File: config.mk
export PLATFORM = sky130hd
export DESIGN_NAME = bitmask_change_event_emitter_core
export DESIGN_NICKNAME = d
export VERILOG_FILES = /design/src/rtl/bcee_pkg.sv /design/src/rtl/bcee_mask_store.sv /design/src/rtl/bcee_scan.sv /design/src/rtl/bitmask_change_event_emitter_core.sv
export SDC_FILE = /design/constraint.sdc
export NUM_CORES = 1
export LEC_CHECK = 0
export BUFFER_PORTS_ARGS = -buffer_cell sky130_fd_sc_hd__buf_2
export CAP_MARGIN = 0
export CORE_MARGIN = 2
export CORE_UTILIZATION = 45
export DETAILED_ROUTE_END_ITERATION = 12
export PLACE_DENSITY = 0.7
export SYNTH_ARGS = -nofsm -noshare
export SYNTH_HDL_FRONTEND = slang
export SYNTH_SLANG_ARGS = --single-unit
File: constraint.sdc
create_clock -name clk -period 8.2 [get_ports clk]
set_input_delay 1.64 -clock clk [delete_from_list [all_inputs] [get_ports clk]]
set_output_delay 1.64 -clock clk [all_outputs]
set_load 0.02 [all_outputs]
File: src/rtl/bcee_pkg.sv
`timescale 1ns / 1ps

package bcee_pkg;

	localparam int POINTS = 64;
	localparam int TYPES  = 3;
	localparam int TYPE_W = 2;
	localparam int IDX_W  = $clog2(POINTS);
	localparam int CNT_W  = 7;
	localparam int WORD_W = 64;

	localparam logic CMD_UPDATE = 1'b0;
	localparam logic CMD_CLEAR  = 1'b1;

	typedef enum logic {
		ST_IDLE,
		ST_SCAN
	} scan_state_t;

	typedef struct packed {
		logic              en;
		logic [TYPE_W-1:0] sel;
		logic [POINTS-1:0] data;
	} mask_wr_t;

	function automatic logic [POINTS-1:0] limit_mask(input logic [CNT_W-1:0] cnt);
		logic [POINTS-1:0] m;
		for (int i = 0; i < POINTS; i++) begin
			m[i] = (CNT_W'(i) < cnt);
		end
		return m;
	endfunction

	function automatic logic [CNT_W-1:0] clamp_count(input logic [CNT_W-1:0] v);
		logic [CNT_W-1:0] r;
		priority if (v == '0) begin
			r = CNT_W'(1);
		end else if (v > CNT_W'(POINTS)) begin
			r = CNT_W'(POINTS);
		end else begin
			r = v;
		end
		return r;
	endfunction

endpackage

File: src/rtl/bcee_mask_store.sv
`timescale 1ns / 1ps

module bcee_mask_store (
	input  logic                       clk,
	input  logic                       arst_n,
	input  bcee_pkg::mask_wr_t         wr,
	input  logic [bcee_pkg::TYPE_W-1:0] rd_sel,
	output logic [bcee_pkg::POINTS-1:0] rd_mask
);
	import bcee_pkg::*;

	logic [POINTS-1:0] masks_q [TYPES];

	always_ff @(posedge clk or negedge arst_n) begin
		if (!arst_n) begin
			for (int t = 0; t < TYPES; t++) begin
				masks_q[t] <= '0;
			end
		end else if (wr.en && (int'(wr.sel) < TYPES)) begin
			masks_q[wr.sel] <= wr.data;
		end
	end

	assign rd_mask = (int'(rd_sel) < TYPES) ? masks_q[rd_sel] : '0;

endmodule

File: src/rtl/bcee_scan.sv
`timescale 1ns / 1ps

module bcee_scan (
	input  logic                        clk,
	input  logic                        arst_n,
	input  logic [bcee_pkg::CNT_W-1:0]  pc,
	input  logic                        in_valid,
	output logic                        in_stall,
	input  logic                        cmd,
	input  logic [bcee_pkg::TYPE_W-1:0] prot_type,
	input  logic [bcee_pkg::WORD_W-1:0] new_bits,
	input  logic [bcee_pkg::POINTS-1:0] rd_mask,
	output bcee_pkg::mask_wr_t          wr,
	output logic                        out_valid,
	input  logic                        out_stall,
	output logic [bcee_pkg::TYPE_W-1:0] event_type,
	output logic [bcee_pkg::IDX_W-1:0]  point_index,
	output logic                        new_value,
	output logic [bcee_pkg::WORD_W-1:0] mask_after,
	output logic                        last
);
	import bcee_pkg::*;

	scan_state_t       state_q, state_d;
	logic [POINTS-1:0] diff_q, word_q;
	logic [TYPE_W-1:0] type_q;
	logic [IDX_W-1:0]  idx_q;

	logic              out_valid_q;
	logic [TYPE_W-1:0] ev_type_q;
	logic [IDX_W-1:0]  pidx_q;
	logic              nval_q;
	logic [POINTS-1:0] mask_q;
	logic              last_q;

	logic              accept, type_ok, slot_free, emit, advance, rest_empty;
	logic [POINTS-1:0] word;

	assign word      = (cmd == CMD_CLEAR) ? '0 : new_bits[POINTS-1:0];
	assign type_ok   = int'(prot_type) < TYPES;
	assign slot_free = !out_valid_q || !out_stall;
	assign rest_empty = (diff_q[POINTS-1:1] == '0);

	// next state
	always_comb begin
		state_d = state_q;
		unique case (state_q)
			ST_IDLE: begin
				if (accept && type_ok) begin
					state_d = ST_SCAN;
				end
			end
			ST_SCAN: begin
				if ((diff_q == '0) || (advance && rest_empty)) begin
					state_d = ST_IDLE;
				end
			end
			default: state_d = ST_IDLE;
		endcase
	end

	// outputs of the sequencer
	always_comb begin
		in_stall = 1'b1;
		emit     = 1'b0;
		advance  = 1'b0;
		unique case (state_q)
			ST_IDLE: begin
				in_stall = 1'b0;
			end
			ST_SCAN: begin
				emit    = diff_q[0] && slot_free;
				advance = (diff_q != '0) && (!diff_q[0] || slot_free);
			end
			default: in_stall = 1'b1;
		endcase
	end

	assign accept   = in_valid && !in_stall;
	assign wr.en    = accept && type_ok;
	assign wr.sel   = prot_type;
	assign wr.data  = word;

	always_ff @(posedge clk or negedge arst_n) begin
		if (!arst_n) begin
			state_q <= ST_IDLE;
		end else begin
			state_q <= state_d;
		end
	end

	// shift unit: one point per cycle when not stalled, bit 0 is the point at idx_q
	always_ff @(posedge clk) begin
		if (accept && type_ok) begin
			diff_q <= (rd_mask ^ word) & limit_mask(pc);
			word_q <= word;
			type_q <= prot_type;
			idx_q  <= '0;
		end else if (advance) begin
			diff_q <= diff_q >> 1;
			idx_q  <= idx_q + IDX_W'(1);
		end
	end

	always_ff @(posedge clk or negedge arst_n) begin
		if (!arst_n) begin
			out_valid_q <= 1'b0;
		end else if (emit) begin
			out_valid_q <= 1'b1;
		end else if (!out_stall) begin
			out_valid_q <= 1'b0;
		end
	end

	always_ff @(posedge clk) begin
		if (emit) begin
			ev_type_q <= type_q;
			pidx_q    <= idx_q;
			nval_q    <= word_q[idx_q];
			mask_q    <= word_q;
			last_q    <= rest_empty;
		end
	end

	assign out_valid   = out_valid_q;
	assign event_type  = ev_type_q;
	assign point_index = pidx_q;
	assign new_value   = nval_q;
	assign mask_after  = WORD_W'(mask_q);
	assign last        = last_q;

endmodule

File: src/rtl/bitmask_change_event_emitter_core.sv
`timescale 1ns / 1ps
// The word is taken into the shift register, which walks its change bits; the event for
// point p is then loaded into the output register, and a stalled output side holds it.
// The input stays closed until the scan of a word is through; a word with no reported
// change still starts a scan, and one with an unknown type leaves the input open.
// One shift register walks the change bits one point per cycle; a stalled event holds it.
// Reset clears all masks, sets point_count to 64 and empties the output register.

module bitmask_change_event_emitter_core (
	input  logic                        clk,
	input  logic                        arst_n,
	input  logic                        cfg_we,
	input  logic [bcee_pkg::CNT_W-1:0]  cfg_wdata,
	input  logic                        in_valid,
	output logic                        in_stall,
	input  logic                        cmd,
	input  logic [bcee_pkg::TYPE_W-1:0] prot_type,
	input  logic [bcee_pkg::WORD_W-1:0] new_bits,
	output logic                        out_valid,
	input  logic                        out_stall,
	output logic [bcee_pkg::TYPE_W-1:0] event_type,
	output logic [bcee_pkg::IDX_W-1:0]  point_index,
	output logic                        new_value,
	output logic [bcee_pkg::WORD_W-1:0] mask_after,
	output logic                        last
);
	import bcee_pkg::*;

	logic [CNT_W-1:0]  pc_q;
	mask_wr_t          wr;
	logic [POINTS-1:0] rd_mask;

	always_ff @(posedge clk or negedge arst_n) begin
		if (!arst_n) begin
			pc_q <= CNT_W'(POINTS);
		end else if (cfg_we) begin
			pc_q <= clamp_count(cfg_wdata);
		end
	end

	bcee_mask_store u_store (
		.clk     (clk),
		.arst_n  (arst_n),
		.wr      (wr),
		.rd_sel  (prot_type),
		.rd_mask (rd_mask)
	);

	bcee_scan u_scan (
		.clk         (clk),
		.arst_n      (arst_n),
		.pc          (pc_q),
		.in_valid    (in_valid),
		.in_stall    (in_stall),
		.cmd         (cmd),
		.prot_type   (prot_type),
		.new_bits    (new_bits),
		.rd_mask     (rd_mask),
		.wr          (wr),
		.out_valid   (out_valid),
		.out_stall   (out_stall),
		.event_type  (event_type),
		.point_index (point_index),
		.new_value   (new_value),
		.mask_after  (mask_after),
		.last        (last)
	);

endmodule

==> results.md <==
* Share of cells above drive strength 1 at 15.5%
* Post-synth EDFFs at 204
* Post-synth cell types at 47
* Maximum number of pins on one net before global-route repair at between 100 and 150
* Port bufs at 154
* CP startpoint: prot_type[1]
* Leakage power at 8.66 nW
* Synth top cells by count: nand2_1, o21ai_0, edfxtp_1
* Hold WS at 0.441 ns
* Max Transition Viols Final at 0
* Hold EP: u_scan.event_type[1]
* Global-route wire length before repair at approximately 67,000 um
* HP Start: u_scan.type_q[1]
* Number of CTS-inserted buffers at 44
* CTS resizes at 0
* Synth Flop Type: edfxtp_1
* Initial DRC Count at 997
* Reg power frac at 49.1%
* Top-area cell type share of the netlist area at between 30 and 40%
* Vias in the first global route at between 10,000 and 15,000
* Core Rows at 72
* Total Routing Usage GR at approximately a fifth
* Chip height at between 200 and 250 um
* WL/cell at 18.9 um
* F_max at between 0.2 and 0.3 GHz
* Die Wd at 203 um
* Vias/cell at 5.36
* Setup TNS at 0 ns
* Cts hold-fix bufs at 0
* Post-synthesis sequential area ratio at a little under two thirds
* Leading area contributor after synthesis: edfxtp_1
* Crit path DAT at 4.36 ns
* Crit path kind: in2reg
* CP Launch Type: primary input
* Logic gate share of total power at 21.5%
* R2R Setup Slk at 5.11 ns
* Fin crit share at 48.4%
* Worst slew pin tran at roughly 1.1 ns
* Top cells by area, synth: edfxtp_1, dfrtp_1, o21ai_0
* Htree depth at 2
* Final-stage net count at 1,764
* FF+latch count, synth at 411
* Most used cell, CP: buf_4
* Io pins at between 150 and 200
* Worst slew margin at 26.8%
* Crit-path max FO at ~70
* Starting Density at 45.8%
* Via Count at 11,989
* # setup viols final at 0
* Die Area at 41,200 um2
* Switch Pwr at 1.97 mW
* Area grow syn2layout at 14.5%
* CTS tree: built
* Critical Path Slowest Stage Cell: buf_4
* Synthesized cell area at 17,800 um2
* # DRC at 0
* Placer congestion estimate at 0.826
* Switching Fraction at 30.4%
* Initial antenna violation count at 0
* Drt pass-1 iters at 5
* CP cell instances: buf_4 -> buf_4 -> or3_4 -> buf_4 -> o21ai_0
* Detailed Route WL at 42,400 um
* Max Root-Sink Buffers at 3
* Worst skew pair latency at approximately 0.55 ns
* Post-CTS setup buffers at 0
* Hold Fails Final Rpt at 0
* Min Tclk post-route at around 4.0 ns
* Int Pwr at 4.51 mW
* Total grt overflow at 0
* Root Buffer Master: clkbuf_16
* Worst hold path type: reg2reg
* RSZ-0062 raised after global routing: no
* Ys Warns at 0
* Max-Cap Viols at 0
* Ys async rst share at 48.9%
* Status: finished clean
* Clock Skews at 0.0247 ns
* ANT nets after route at 0
* Synth Instances at between 1,500 and 2,000
* Clock slew at reported path FFs at 0.06 ns
* Largest stage delay on the critical path at 0.69 ns
* Peak supply drop at 0.141 mV
* Avg Inst Size Synth at 11.4 um2
* RR Startpoint: u_scan.diff_q[39]
* Count leader, synth: nand2_1
* Syn nets at 1,641
* Core area at between 30,000 and 40,000 um2
* WP data required at 8.59 ns
* Reg2reg end: u_scan.diff_q[56]
* Clock power frac at 29.4%
* Clock sinks at 411
* Post-DP HPWL at 27,100 um
* CP endpoint kind: flop
* Power per Cell Area at around 320 nW/um2
* Hold Path Stages at 0
* FF-to-FF path depth at 6
## critical path, delay by kind of cell
kind | cells | cell delay [ns]
buffers and inverters | 3 | 1.77
AO/OA/AOI/OAI | 1 | 0.20
AND/OR/NAND/NOR | 1 | 0.59
## placed cells by master (no fill, tap or decap), types with 7 or more instances in the layout
master / netlist / final
a21oi_1: 28 / 27
a22o_1: 36 / 36
a32o_1: 14 / 14
buf_2: 22 / 152
buf_4: 4 / 17
clkbuf_1: 59 / 14
clkbuf_16: 0 / 46
clkbuf_8: 0 / 7
clkinv_2: 0 / 7
dfrtp_1: 200 / 200
edfxtp_1: 204 / 204
inv_1: 74 / 74
mux2i_1: 72 / 72
mux4_2: 16 / 16
nand2_1: 300 / 298
nand2b_1: 68 / 67
nor2_1: 24 / 24
nor4_1: 14 / 14
o21ai_0: 267 / 267
o21ai_1: 33 / 33
xnor2_1: 64 / 64
## cell type report
| class | count | area [um2] |
|---|---|---|
| fillers | 3369 | 18500 |
| flip-flops and latches | 411 | 11300 |
| multi-input cells | 982 | 5870 |
| clock buffers | 66 | 1290 |
| repair buffers | 170 | 902 |
| well taps | 518 | 648 |
| inverters | 75 | 283 |
| clock inverters | 15 | 105 |
| diodes | 1 | 2.50 |
## power groups by stage
stage	Combinational [mW]	Sequential [mW]	Clock, mW
floorplan	0.846	3.25	0
global placement	1.37	3.19	0
detailed placement	1.41	3.21	0
CTS	1.41	3.18	1.94
global route	1.55	3.24	2.02
finish	1.40	3.18	1.90
## worst max path at each step
stage                           endpoint  slack, ns  depth (start not counted)
floorplan           u_scan.event_type[0]       2.42                          1
global placement    u_store.masks_q[144]       3.74                          5
detailed placement  u_store.masks_q[138]       3.67                          5
CTS                 u_store.masks_q[183]       4.27                          5
global route        u_store.masks_q[182]       4.04                          5
finish              u_store.masks_q[183]       4.23                          5
## per-layer routing
metal / up-vias / global-route usage (%) / routed length (um) / part of all wire [%]
li1: 5690 / - / - / -
met1: 5873 / 28.7 / 18800 / 44
met2: 357 / 33.6 / 20200 / 48
met3: 69 / 3.45 / 2400 / 5.7
met4: 0 / 5.97 / 1020 / 2.4
met5: - / 0 / 0 / 0
## cells by family after synthesis
group                    synth area share, %
AO/OA/AOI/OAI                           12.4
XOR/XNOR                                3.15
adder cells (fa/ha/maj)               0.0703
buffers and inverters                   3.91
flip-flops                              63.4
multiplexers                            6.33
AND/OR/NAND/NOR                         10.8
## sequential cells by signal, indices dropped and copies added, names as in the netlist
signal              count
u_scan.word_q          64
u_scan.mask_after      64
pc_q                    7
u_scan.last             1
u_scan.new_value        1
u_scan.point_index      6
u_scan.type_q           2
u_scan.state_q          1
u_scan.diff_q          64
u_scan.event_type       2
u_scan.out_valid        1
u_store.masks_q       192
u_scan.idx_q            6
## stage by stage
| step | worst slack, ns | power (mW) | instances | area, um2 | util (%) |
|---|---|---|---|---|---|
| after floorplan | 2.42 | 4.09 | 1561 | 17800 | - |
| after global placement | 3.74 | 4.56 | 2156 | 19000 | 48.9 |
| after detailed placement | 3.67 | 4.61 | 2156 | 19000 | 48.9 |
| after CTS | 4.27 | 6.53 | 2237 | 20400 | 52.5 |
| after global routing | 4.04 | 6.81 | 2237 | 20400 | 52.5 |
| final | 4.23 | 6.48 | 2238 | 20400 | 52.5 |
Note: power is estimated with default switching activity, not from simulation.
